## config.mk

```make
export PLATFORM = sky130hd
export DESIGN_NAME = websocket_frame_deframer_core
export DESIGN_NICKNAME = d
export VERILOG_FILES = /design/src/wsdf_pkg.sv /design/src/websocket_frame_deframer_core.sv
export SDC_FILE = /design/constraint.sdc
export NUM_CORES = 1
export LEC_CHECK = 0
export ABC_AREA = 1
export BUFFER_PORTS_ARGS = -buffer_cell sky130_fd_sc_hd__buf_4
export CORE_AREA = 2 2 143 145
export DETAILED_ROUTE_END_ITERATION = 12
export DIE_AREA = 0 0 145 147
export PLACE_DENSITY_LB_ADDON = 0.2
export SLEW_MARGIN = 20
export SYNTH_ARGS = -nofsm -noshare
export SYNTH_HDL_FRONTEND = slang
export SYNTH_SLANG_ARGS = --single-unit
```

## constraint.sdc

```tcl
create_clock -name clk -period 4.4 [get_ports clk]
set_input_delay 0.22 -clock clk [delete_from_list [all_inputs] [get_ports clk]]
set_output_delay 0.22 -clock clk [all_outputs]
set_load 0.01 [all_outputs]
```

## src/wsdf_pkg.sv

```systemverilog
// shared types and constants for the websocket frame deframer
`timescale 1ns / 1ps
`default_nettype none
package wsdf_pkg;

  typedef enum logic [2:0] {
    PH_HDR0  = 3'd0,
    PH_HDR1  = 3'd1,
    PH_EXT16 = 3'd2,
    PH_EXT64 = 3'd3,
    PH_KEY   = 3'd4,
    PH_DATA  = 3'd5
  } phase_t;

  localparam logic [3:0] OPCODE_MASK  = 4'hf;
  localparam int         MASK_BIT     = 7;
  localparam logic [6:0] LEN_EXT16    = 7'd126;
  localparam logic [6:0] LEN_EXT64    = 7'd127;
  localparam logic [2:0] EXT16_LAST   = 3'd1;
  localparam logic [2:0] EXT64_LAST   = 3'd7;
  localparam logic [2:0] KEY_LAST     = 3'd3;

endpackage
`default_nettype wire

```

## src/websocket_frame_deframer_core.sv

```systemverilog
// websocket receive deframer: header parse, unmasking and payload output
//
// Takes one received byte per clock on the rx channel and parses back-to-back
// RFC 6455 frames: opcode, mask bit, 7/16/64-bit length and optional 4-byte
// masking key. Each payload byte leaves unmasked on the result channel with the
// frame opcode and a last flag; a frame with no payload gives one result with
// empty_frame set. Header bytes give no result. Throughput is one byte per
// cycle; the parser state and the result register both update at the rx
// transfer, and rx_ready only drops while the result register is full and
// result_ready is low. FIN and RSV bits are ignored.
`timescale 1ns / 1ps
`default_nettype none
module websocket_frame_deframer_core
  import wsdf_pkg::*;
(
  input  wire logic       clk,
  input  wire logic       rst,
  input  wire logic       rx_valid,
  output logic            rx_ready,
  input  wire logic [7:0] rx_byte,
  output logic            result_valid,
  input  wire logic       result_ready,
  output logic [7:0]      payload_byte,
  output logic [3:0]      frame_opcode,
  output logic            frame_last,
  output logic            empty_frame
);

  phase_t      parse_phase, parse_phase_next;
  logic [3:0]  held_opcode, held_opcode_next;
  logic        masked_flag, masked_flag_next;
  logic [2:0]  field_byte_count, field_byte_count_next;
  logic [63:0] remaining_length, remaining_length_next;
  logic [31:0] masking_key, masking_key_next;
  logic [1:0]  key_index, key_index_next;

  logic        emit;
  logic [7:0]  emit_byte;
  logic        emit_last;
  logic        emit_empty;

  logic        rx_xfer;
  logic [63:0] length_shift;
  logic [63:0] length_dec;
  logic [6:0]  len7;
  logic [7:0]  key_byte;

  assign rx_ready     = !result_valid || result_ready;
  assign rx_xfer      = rx_valid && rx_ready;
  assign length_shift = {remaining_length[55:0], rx_byte};
  assign length_dec   = remaining_length - 64'd1;
  assign len7         = rx_byte[6:0];

  always_comb begin
    case (key_index)
      2'd0:    key_byte = masking_key[31:24];
      2'd1:    key_byte = masking_key[23:16];
      2'd2:    key_byte = masking_key[15:8];
      default: key_byte = masking_key[7:0];
    endcase
  end

  always_comb begin
    parse_phase_next      = parse_phase;
    held_opcode_next      = held_opcode;
    masked_flag_next      = masked_flag;
    field_byte_count_next = field_byte_count;
    remaining_length_next = remaining_length;
    masking_key_next      = masking_key;
    key_index_next        = key_index;
    emit       = 1'b0;
    emit_byte  = 8'd0;
    emit_last  = 1'b0;
    emit_empty = 1'b0;

    case (parse_phase)
      PH_HDR1: begin
        masked_flag_next      = rx_byte[MASK_BIT];
        field_byte_count_next = 3'd0;
        if (len7 == LEN_EXT16) begin
          remaining_length_next = 64'd0;
          parse_phase_next      = PH_EXT16;
        end else if (len7 == LEN_EXT64) begin
          remaining_length_next = 64'd0;
          parse_phase_next      = PH_EXT64;
        end else begin
          remaining_length_next = {57'd0, len7};
          key_index_next        = 2'd0;
          if (rx_byte[MASK_BIT]) begin
            parse_phase_next = PH_KEY;
          end else if (len7 == 7'd0) begin
            emit             = 1'b1;
            emit_last        = 1'b1;
            emit_empty       = 1'b1;
            parse_phase_next = PH_HDR0;
          end else begin
            parse_phase_next = PH_DATA;
          end
        end
      end

      PH_EXT16, PH_EXT64: begin
        remaining_length_next = length_shift;
        if ((parse_phase == PH_EXT16 && field_byte_count >= EXT16_LAST) ||
            (parse_phase == PH_EXT64 && field_byte_count >= EXT64_LAST)) begin
          field_byte_count_next = 3'd0;
          key_index_next        = 2'd0;
          if (masked_flag) begin
            parse_phase_next = PH_KEY;
          end else if (length_shift == 64'd0) begin
            emit             = 1'b1;
            emit_last        = 1'b1;
            emit_empty       = 1'b1;
            parse_phase_next = PH_HDR0;
          end else begin
            parse_phase_next = PH_DATA;
          end
        end else begin
          field_byte_count_next = field_byte_count + 3'd1;
        end
      end

      PH_KEY: begin
        masking_key_next = {masking_key[23:0], rx_byte};
        if (field_byte_count < KEY_LAST) begin
          field_byte_count_next = field_byte_count + 3'd1;
        end else begin
          field_byte_count_next = 3'd0;
          key_index_next        = 2'd0;
          if (remaining_length == 64'd0) begin
            emit             = 1'b1;
            emit_last        = 1'b1;
            emit_empty       = 1'b1;
            parse_phase_next = PH_HDR0;
          end else begin
            parse_phase_next = PH_DATA;
          end
        end
      end

      PH_DATA: begin
        emit                  = 1'b1;
        emit_byte             = masked_flag ? (rx_byte ^ key_byte) : rx_byte;
        key_index_next        = key_index + 2'd1;
        remaining_length_next = length_dec;
        if (length_dec == 64'd0) begin
          emit_last        = 1'b1;
          parse_phase_next = PH_HDR0;
        end
      end

      default: begin
        held_opcode_next = rx_byte[3:0] & OPCODE_MASK;
        parse_phase_next = PH_HDR1;
      end
    endcase
  end

  always_ff @(posedge clk) begin
    if (rst) begin
      parse_phase      <= PH_HDR0;
      held_opcode      <= 4'd0;
      masked_flag      <= 1'b0;
      field_byte_count <= 3'd0;
      remaining_length <= 64'd0;
      masking_key      <= 32'd0;
      key_index        <= 2'd0;
    end else if (rx_xfer) begin
      parse_phase      <= parse_phase_next;
      held_opcode      <= held_opcode_next;
      masked_flag      <= masked_flag_next;
      field_byte_count <= field_byte_count_next;
      remaining_length <= remaining_length_next;
      masking_key      <= masking_key_next;
      key_index        <= key_index_next;
    end
  end

  // result register
  always_ff @(posedge clk) begin
    if (rst) begin
      result_valid <= 1'b0;
    end else if (rx_xfer && emit) begin
      result_valid <= 1'b1;
    end else if (result_ready) begin
      result_valid <= 1'b0;
    end
  end

  always_ff @(posedge clk) begin
    if (rx_xfer && emit) begin
      payload_byte <= emit_byte;
      frame_opcode <= held_opcode;
      frame_last   <= emit_last;
      empty_frame  <= emit_empty;
    end
  end

`ifndef SYNTHESIS
  a_empty_is_last: assert property (@(posedge clk) disable iff (rst)
    result_valid && empty_frame |-> frame_last && payload_byte == 8'd0)
    else $error("empty frame marker without last flag or with nonzero byte");

  a_data_nonzero_len: assert property (@(posedge clk) disable iff (rst)
    parse_phase == PH_DATA |-> remaining_length != 64'd0)
    else $error("payload phase entered with zero remaining length");

  a_hdr0_to_hdr1: assert property (@(posedge clk) disable iff (rst)
    rx_xfer && parse_phase == PH_HDR0 |=> parse_phase == PH_HDR1)
    else $error("first header byte did not advance to second");

  a_no_result_from_header: assert property (@(posedge clk) disable iff (rst)
    rx_xfer && parse_phase == PH_HDR0 && !result_ready |=> $stable(result_valid))
    else $error("first header byte produced a result");

  a_key_count_bound: assert property (@(posedge clk) disable iff (rst)
    parse_phase == PH_KEY |-> field_byte_count <= KEY_LAST)
    else $error("masking key byte count out of range");
`endif

endmodule
`default_nettype wire
```

==> summary.md <==
| Metric | Value |
|---|---|
| Final min period | `2860 ps` |
| Synth warnings | `0` |
| Slew HR | `between 30% and 40%` |
| Crit-path max cell delay | `510 ps` |
| CP Cell Sequence | `nor2_1 > nand2_1 > nor2_1 > nand2_1 > nor4_1 > nand3_1 > nand4_1 > nand3_1 > inv_1` |
| Detail Route Antenna Nets | `0` |
| Total number of vias | `8191` |
| CP endpoint | `frame_last` |
| Sequential cell area fraction in the yosys report | `32.9%` |
| Power Total | `4.70 mW` |
| Complex-gate fraction of the synthesized area | `18.1%` |
| Number of synthesized flops with an enable pin | `14` |
| Setup violators final | `0` |
| TritonCTS buffer count | `17` |
| Reg clk slew, reported paths | `70 ps` |
| Synth Area in Adders | `1.88%` |
| NumNets Final | `between 1000 and 1500` |
| Status | `completed` |
| Setup crit start | `remaining_length[20]` |
| Startpoint types | `flip-flop` |
| Hold Path Class | `in -> reg` |
| DPL Wire Length | `~17 mm` |
| Post-CTS sizing | `0` |
| CP arrival | `2910 ps` |
| Global-route wire length before repair | `between 40 and 50 mm` |
| Highest Signal Layer | `met4` |
| Total Wirelength | `~24 mm` |
| Routed length on met1 | `approximately 11 mm` |
| First-pass iteration count of the detailed router | `5` |
| DR DRC count | `0` |
| TritonCTS clock tree | `yes` |
| # IOs | `28` |
| Cells after Synth | `1282` |
| R2R depth | `9` |
| Initial Utilization | `around two fifths` |
| Ratio of cells with drive above 1 in the final layout | `under 10%` |
| Vias in the first global route | `approximately 8000` |
| Commonest cells after routing, fill and taps aside | `nand2_1, nor2_1, o21ai_0, dfxtp_1, inv_1` |
| Core area | `19800 um^2` |
| Library cells used by synthesis | `36` |
| Crit-path max FO | `14` |
| CTS root buf | `clkbuf_16` |
| CP Class | `reg -> reg` |
| Number of synthesized register bits | `124` |
| CTS Hold Bufs | `0` |
| Req. time, crit path | `4450 ps` |
| Global route total overflow | `0` |
| GRT Total Usage | `23.5%` |
| CTS Buffer Depth | `2` |
| Setup crit end kind | `flip-flop` |
| Post-synthesis mux area share | `0%` |
| Final hold viol count | `0` |
| Top FF cell, synth | `dfxtp_1` |
| Period utilization | `around two thirds` |
| Most common cell after layout, fill and taps aside | `nand2_1` |
| Flop-to-flop setup slack | `1540 ps` |
| Worst-skew pair later-pin latency | `420 ps` |
| Met3 wire length | `1.02 mm` |
| WL met2 | `12.0 mm` |
| Worst flop-to-flop path startpoint | `remaining_length[20]` |
| Htree depth | `4` |
| Port bufs | `27` |
| # fillers | `2155` |
| Post-Synth Simple-Gate Area | `37.8%` |
| Syn nets | `1306` |
| Cell Area, Synth | `7980 um^2` |
| Full die area | `21300 um^2` |
| Pleak | `3.79 nW` |
| Worst slew pin tran | `between 1000 and 1500 ps` |
| RSZ-0062 raised after global routing | `no` |
| Syn Area/Cell | `6.22 um^2` |
| Core Rows | `52` |
| Setup Skew | `10.4 ps` |
| PD cells | `522 nW/um^2` |
| Die Wd | `145 um` |
| Worst IR Drop VDD | `0.000297 V` |
| TNS Setup | `0 ps` |
| Slew Viols, Final | `0` |
| Synth async-reset ratio | `0%` |
| Largest net degree at the start of global routing | `93` |
| Post-CTS Setup Repair Bufs | `0` |
| Largest family of logic cells by synthesized area | `simple AND/OR/NAND/NOR gates` |
| R2r endpoint | `frame_last` |
| N_diodes | `0` |
| Post-synthesis xor/xnor area fraction | `under 10%` |
| Max Clk Rate | `around 350 MHz` |
| Avg WL per Cell | `around 15 um` |
| Initial antenna violation count | `0` |
| Vias per cell | `5.23` |
| Max-cap violations | `0` |
| Die Ht | `147 um` |
| First-iteration detailed-routing DRC count | `481` |
| CTS sink count | `about 120` |
| Syn-to-layout area delta | `12.7%` |
| Placer's final routability congestion estimate | `0.880` |
| Worst path slowest cell | `inv_1` |
==> layout make-up <==
cell class	count	area (um^2)	share of cell area, %
Tap cell	270	338	3.76
Multi-Input combinational cell	997	4770	53.1
Clock buffer	18	450	5.01
Sequential cell	124	2620	29.2
Clock inverter	14	135	1.50
Timing Repair Buffer	33	260	2.89
Inverter	110	413	4.59
==> synthesized netlist by cell type (12+ instances only) <==
master | number | area share, %
nand3b_1 | 16 | 1.5
edfxtp_1 | 14 | 5.3
nand2_1 | 378 | 18
inv_1 | 110 | 5.2
o21ai_0 | 127 | 8.0
dfxtp_1 | 110 | 28
nand3_1 | 53 | 3.3
a31oi_1 | 70 | 5.5
ha_1 | 12 | 1.9
nor2_1 | 201 | 9.5
a21oi_1 | 50 | 3.1
clkbuf_1 | 43 | 2.0
==> power breakdown <==
part	switching [mW]	internal [mW]
clock network	0.625	0.788
registers	0.174	1.27
logic	1.29	0.546
==> cells by family (layout without fill, tap and decap cells) <==
kind of cell,count (synthesis),after routing
adders and majority gates,12,12
buffers and inverters,161,175
xor gates and xnor gates,16,16
AOI/OAI and AO/OA,264,264
DFF,124,124
and+or+nand+nor,705,705
==> worst max-delay path: cells and delay by family, from the launching register on <==
kind	cells	cell delay [ps]
buffers and inverters	1	510
DFF	1	380
and+or+nand+nor	8	1610
==> state kept, by name, indices dropped and copies added (netlist names), 2 cells and up <==
| signal | flops |
|---|---|
| key_index | 2 |
| payload_byte | 8 |
| field_byte_count | 3 |
| frame_opcode | 4 |
| held_opcode | 4 |
| remaining_length | 64 |
| masking_key | 32 |
| parse_phase | 3 |
==> metal layers <==
| metal | GRT usage [%] | vias to the layer above |
|---|---|---|
| li1 | - | 4221 |
| met1 | 28.7 | 3758 |
| met2 | 42.2 | 180 |
| met3 | 4.10 | 32 |
| met4 | 7.18 | 0 |
| met5 | 0 | - |
==> worst min-delay path by stage <==
stage	start	end	cells after the start
after floorplan	rst	field_byte_count[1]	1
after global placement	held_opcode[2]	frame_opcode[2]	0
after detailed placement	held_opcode[3]	frame_opcode[3]	0
after CTS	rst	field_byte_count[1]	2
after global routing	rst	result_valid	2
final	rst	field_byte_count[1]	2
==> stage by stage <==
| step | utilization [%] | cell area [um^2] | hold WS [ps] | setup slack (ps) | instances |
|---|---|---|---|---|---|
| after global routing | 45.3 | 8990 | 18.9 | 1170 | 1566 |
| after detailed placement | 42.4 | 8410 | 416 | 1510 | 1534 |
| final | 45.3 | 8990 | 22.1 | 1540 | 1566 |
| after floorplan | - | 7980 | 289 | 2260 | 1282 |
| after CTS | 45.3 | 8990 | 13.0 | 1480 | 1566 |
| after global placement | 42.4 | 8410 | 414 | 1540 | 1534 |
No activity file was read; power rests on OpenSTA's default activity.
